==> config.mk <==
export PLATFORM = sky130hd
export DESIGN_NAME = ndlre_dep_calc
export DESIGN_NICKNAME = d
export VERILOG_FILES = /design/src/design/ndlre_pkg.sv /design/src/design/ndlre_dep_calc.sv
export SDC_FILE = /design/constraint.sdc
export NUM_CORES = 2
export LEC_CHECK = 0
export ABC_CLOCK_PERIOD_IN_PS = 17100
export BUFFER_PORTS_ARGS = -buffer_cell sky130_fd_sc_hd__buf_4
export CORE_ASPECT_RATIO = 2
export CORE_MARGIN = 1
export CORE_UTILIZATION = 68
export CTS_CLUSTER_SIZE = 30
export DETAILED_ROUTE_END_ITERATION = 10
export PLACE_DENSITY = 0.89
export SLEW_MARGIN = 20
export SYNTH_ARGS = -nofsm -noshare
export SYNTH_HDL_FRONTEND = slang
export SYNTH_SLANG_ARGS = --single-unit
==> constraint.sdc <==
create_clock -name clk_i -period 17.1 [get_ports clk_i]
set_input_delay 2.565 -clock clk_i [delete_from_list [all_inputs] [get_ports clk_i]]
set_output_delay 2.565 -clock clk_i [all_outputs]
set_load 0.005 [all_outputs]
==> src/design/ndlre_pkg.sv <==
package ndlre_pkg;

  // Default sizes of the queue and of a packet
  localparam int QUEUE_DEPTH_DEF      = 64;
  localparam int MAX_PACKET_BYTES_DEF = 2048;

  // Field widths
  localparam int TIME_W     = 48;
  localparam int TAG_W      = 16;
  localparam int BYTES_W    = 12;
  localparam int DRAW_W     = 16;
  localparam int OWD_W      = 30;
  localparam int NPB_W      = 16;
  localparam int MQD_W      = 27;
  localparam int THR_W      = 17;
  localparam int STATUS_W   = 3;
  localparam int CFG_IDX_W  = 3;
  localparam int CFG_DATA_W = 30;

  // Input beat layout, lowest bit first
  localparam int IN_NOW_LSB   = 0;
  localparam int IN_TAG_LSB   = IN_NOW_LSB + TIME_W;
  localparam int IN_BYTES_LSB = IN_TAG_LSB + TAG_W;
  localparam int IN_LOSS_LSB  = IN_BYTES_LSB + BYTES_W;
  localparam int IN_DELAY_LSB = IN_LOSS_LSB + DRAW_W;
  localparam int IN_REO_LSB   = IN_DELAY_LSB + DRAW_W;
  localparam int IN_USED_W    = IN_REO_LSB + DRAW_W;
  localparam int IN_DATA_W    = ((IN_USED_W + 7) / 8) * 8;

  // Output beat layout: tag, bytes, sent_ahead, more_due, then queue_count
  localparam int OUT_TAG_LSB   = 0;
  localparam int OUT_BYTES_LSB = OUT_TAG_LSB + TAG_W;
  localparam int OUT_AHEAD_BIT = OUT_BYTES_LSB + BYTES_W;
  localparam int OUT_MORE_BIT  = OUT_AHEAD_BIT + 1;
  localparam int OUT_FIXED_W   = OUT_MORE_BIT + 1;

  // Register reset values
  localparam logic [OWD_W-1:0] OWD_RST      = OWD_W'(15000000);
  localparam logic [NPB_W-1:0] NPB_RST      = NPB_W'(80);
  localparam logic [MQD_W-1:0] MQD_RST      = MQD_W'(1000000);
  localparam logic [THR_W-1:0] LOSS_THR_RST = THR_W'(655);
  localparam logic [THR_W-1:0] REO_THR_RST  = THR_W'(655);

  // Register indexes
  localparam logic [CFG_IDX_W-1:0] CFG_ONE_WAY_DELAY = 3'd0;
  localparam logic [CFG_IDX_W-1:0] CFG_NS_PER_BYTE   = 3'd1;
  localparam logic [CFG_IDX_W-1:0] CFG_MAX_QDELAY    = 3'd2;
  localparam logic [CFG_IDX_W-1:0] CFG_LOSS_THR      = 3'd3;
  localparam logic [CFG_IDX_W-1:0] CFG_REORDER_THR   = 3'd4;

  typedef enum logic {
    OP_ARRIVE  = 1'b0,
    OP_RELEASE = 1'b1
  } op_e;

  typedef enum logic [STATUS_W-1:0] {
    ST_QUEUED   = 3'd0,
    ST_LOST     = 3'd1,
    ST_FULL     = 3'd2,
    ST_RELEASED = 3'd3,
    ST_NONE_DUE = 3'd4
  } status_e;

  // Controls from the sequencer to the departure unit
  typedef struct packed {
    logic load;      // capture products of the arriving packet
    logic calc;      // form base time and extra delay
    logic use_last;  // queue not empty: tail departure bounds the base
  } dc_ctrl_t;

endpackage

==> src/design/ndlre_dep_calc.sv <==
module ndlre_dep_calc (
  input  logic                             clk_i,
  input  ndlre_pkg::dc_ctrl_t              ctrl_i,
  input  logic [ndlre_pkg::BYTES_W-1:0]    bytes_i,
  input  logic [ndlre_pkg::NPB_W-1:0]      ns_per_byte_i,
  input  logic [ndlre_pkg::DRAW_W-1:0]     delay_draw_i,
  input  logic [ndlre_pkg::MQD_W-1:0]      max_qdelay_i,
  input  logic [ndlre_pkg::TIME_W-1:0]     now_i,
  input  logic [ndlre_pkg::OWD_W-1:0]      one_way_delay_i,
  input  logic [ndlre_pkg::TIME_W-1:0]     last_dep_i,
  output logic [ndlre_pkg::TIME_W-1:0]     dep_o
);

  localparam int ProdBW = ndlre_pkg::BYTES_W + ndlre_pkg::NPB_W;
  localparam int ProdDW = ndlre_pkg::DRAW_W + ndlre_pkg::MQD_W;
  localparam int BaseW  = ndlre_pkg::TIME_W + 1;
  localparam int ExtraW = ProdBW + 1;
  localparam int SumW   = BaseW + 1;

  logic [ProdBW-1:0] prod_b_q;
  logic [ProdDW-1:0] prod_d_q;
  logic [BaseW-1:0]  base_q, base_d;
  logic [ExtraW-1:0] extra_q, extra_d;
  logic [BaseW-1:0]  arr_sum;
  logic [BaseW-1:0]  last_ext;
  logic [SumW-1:0]   dep_sum;

  // Serialization time and random queuing delay, one multiplier each
  always_ff @(posedge clk_i) begin
    if (ctrl_i.load) begin
      prod_b_q <= bytes_i * ns_per_byte_i;
      prod_d_q <= delay_draw_i * max_qdelay_i;
    end
  end

  // Base time: arrival plus propagation, not before the tail departs
  always_comb begin
    arr_sum  = {1'b0, now_i} + BaseW'(one_way_delay_i);
    last_ext = BaseW'(last_dep_i);
    base_d   = (ctrl_i.use_last && (last_ext > arr_sum)) ? last_ext : arr_sum;
    extra_d  = ExtraW'(prod_b_q) + ExtraW'(prod_d_q[ProdDW-1:16]);
  end

  always_ff @(posedge clk_i) begin
    if (ctrl_i.calc) begin
      base_q  <= base_d;
      extra_q <= extra_d;
    end
  end

  // Final add, saturate at the top of the time range
  always_comb begin
    dep_sum = SumW'(base_q) + SumW'(extra_q);
    dep_o   = (dep_sum[SumW-1:ndlre_pkg::TIME_W] != '0) ? '1
                                                        : dep_sum[ndlre_pkg::TIME_W-1:0];
  end

endmodule

==> run metrics <==
CP Launch Type=input pin; initial antenna violation count=9; clk root buf=clkbuf_16; Synth cell types=90; DP Area=32,410 um^2; Worst EP required=17,270 ps; ranking of synthesized cells by area=fa_1 32%, edfxtp_1 13%, ha_1 13%, inv_1 7.7%, nand2_1 5.9%; status=complete, no violations; Layout area overhead=8.627%; dpl cells=4,023; Setup crit end kind=flop; data arrival time of the critical path=9180 ps; HP Class=flop to flop; hold wc startpoint=prod_b_q[0]; # fillers=2,951; final-report setup violation count=0; DR WL/cell=22.53 um; CP Class=input pin to flop; first-pass GRT wire length=144,400 um; max layer used=met5; max cap viols=0; core outline area=between 40,000 and 50,000 um^2; Iter 0 DRT Violations=2,047; DRT antenna net count=0; initial core utilization=0.6891; VDD IR max=between 300 and 400 uV; CP max FO=27; hold_buf cts=0; Remaining DRCs=0; HPWL Detailed=70,090 um; Setup Fix Bufs, Post-CTS=0; gr ovfl total=0; ys async rst share=0; Max Root-Sink Buffers=2; Rows=109; crit path time final=9010 ps; Max Slew Vio Count=0; Setup WS post-layout=about 8000 ps; setup_tns=0 ps; Mapped Avg Cell Area=between 9 and 10 um^2; Gate Count Post-Synth=3,333; fin area=approximately 33,000 um^2; Post-synth EDFFs=133; post-synth top area share=0.3232; I/O Buffers=248; Die Wd=between 150 and 200 um; post-cts gate resize count=0; CTS tree=done; Inserted Clock Buffers=17; PwrDens=about 230 nW/um^2; ys flop type=edfxtp_1; drt first pass iters=6; commonest non-fill, non-tap cell in the layout=inv_1; Die Y=300.8 um; crit path launch=now_i[6]; leakage power total=0.01644 uW; Routed met1 length=approximately 27,000 um; DR WL met3=8253 um; final hold vios=0; vias post-DR=25,730; most frequent cells in the layout=626 x inv_1, 490 x fa_1, 475 x nand2_1, 312 x ha_1, 253 x and2_1; pre-CTS setup slack=8026 ps; share of cells above drive strength 1=0.09257; fin crit share=0.5269; H-tree levels=4; post-synthesis sequential area ratio=0.1316; Clock transition at path regs=60 ps; Final Skew=12.61 ps; Worst-Margin Slew=1113 ps; largest net degree at the start of global routing=roughly 80; Vias/cell=~6.3; Routed WL=91,530 um; Top Ports=249; Post-Syn Area=30,360 um^2; reg-to-reg critical path startpoint=prod_d_q[17]; vias in the first global route=27,810; layout net count=4,490; Ys Warns=0; Total GRT Usage=0.4322; Seq cells post-synth=133; Achievable Freq=roughly 110 MHz; RSZ-0062 raised after global routing=false; gp weighted congestion=just over 1; slew margin rel.=0.2583; Routed met2 length=around 48,000 um; syn nets=4,336; largest area contributor in the netlist=fa_1; die area=around 46,000 um^2; Finished Layout Cells=4,062; worst-skew pair later-pin latency=approximately 450 ps; TritonCTS Sinks=133
critical path: stages:
cell and delay (ps):
buf_4 110, ha_1 350, a2111oi_0 370, o21ai_1 180, a41oi_2 520, o2111a_2 380, nor3_1 110, a2111oi_4 900
nor2b_1 150, xnor2_1 190, ha_1 300, nand4_1 90, or2_2 320, nor2_1 450, a21boi_0 320, a21oi_1 110
o21a_1 230, nor2_1 460, o21ai_4 400, buf_4 410, mux2i_1 200
layout make-up:
type / instances / area [um^2] / share of cell area
Antenna cell: 7 / 17.52 / 0.0005312
Clock buffer: 18 / 429.2 / 0.01302
Clock inverter: 14 / 115.1 / 0.003491
Inverter: 626 / 2350 / 0.07126
Multi-Input combinational cell: 2458 / 23490 / 0.7124
Sequential cell: 133 / 3994 / 0.1211
Tap cell: 555 / 694.4 / 0.02106
Timing Repair Buffer: 251 / 1884 / 0.05715
flip-flops by register name, indices dropped and copies added, names as in the netlist:
signal / cells
prod_b_q: 28
base_q: 49
prod_d_q: 27
extra_q: 29
synth_stat cells, drive strengths merged, types with 4 or more instances:
library cell,instances
nand2,475
inv,626
xor2,66
fa,490
nor4,6
and2,254
nor3,32
nor2b,24
a211o,6
and4,4
or2,8
a21o,74
a31o,5
buf,12
o211a,5
a211oi,17
a311oi,6
xnor2,83
nor2,82
clkbuf,104
a2111oi,8
o31a,5
a31oi,10
a41oi,5
o21bai,17
or3,17
o2111ai,7
nand4,24
o21a,26
mux2i,44
nand2b,14
and3,20
a21boi,4
nand3,44
o211ai,19
o21ai,72
edfxtp,133
o41ai,4
a21oi,131
o31ai,8
ha,312
cells by family (layout without fill, tap and decap cells):
group | Yosys count | after routing | share of synthesized area
fa+ha+maj | 802 | 802 | 0.4518
mux | 47 | 47 | 0.01603
compound gates | 453 | 453 | 0.1028
buf+inv | 742 | 909 | 0.09460
xor+xnor | 149 | 149 | 0.04299
other cells | 0 | 7 | 0
simple gates | 1007 | 1007 | 0.1603
flops | 133 | 133 | 0.1316
stage by stage:
stage | total power (uW) | utilization | hold slack, ps
2_1_floorplan | 5183 | - | 512.8
3_3_place_gp | 6652 | 0.7358 | 564.7
3_5_place_dp | 6890 | 0.7358 | 548.2
4_1_cts | 7325 | 0.7481 | 565.4
5_1_grt | 8131 | 0.7481 | 572.5
6_report | 7478 | 0.7485 | 564.9
routing by layer:
layer	global-route usage	vias to the layer above
li1	-	10940
met1	0.4172	12600
met2	0.7301	1567
met3	0.1433	614
met4	0.3602	6
met5	0.004444	-
worst paths after layout:
path,endpoint,slack (ps),depth (start not counted)
worst max-delay path,base_q[28],8090,21
worst min-delay path,extra_q[0],560,1
worst max register to register,extra_q[27],13730,10
worst min register to register,extra_q[0],560,1
power breakdown:
part / switching [uW] / leakage [uW] / internal (uW)
clock: 161 / 0.000272 / 189
combinational: 3720 / 0.0149 / 2570
sequential: 69.7 / 0.00130 / 769
total: 3950 / 0.0164 / 3530
Power figures use the tool's default switching activity.
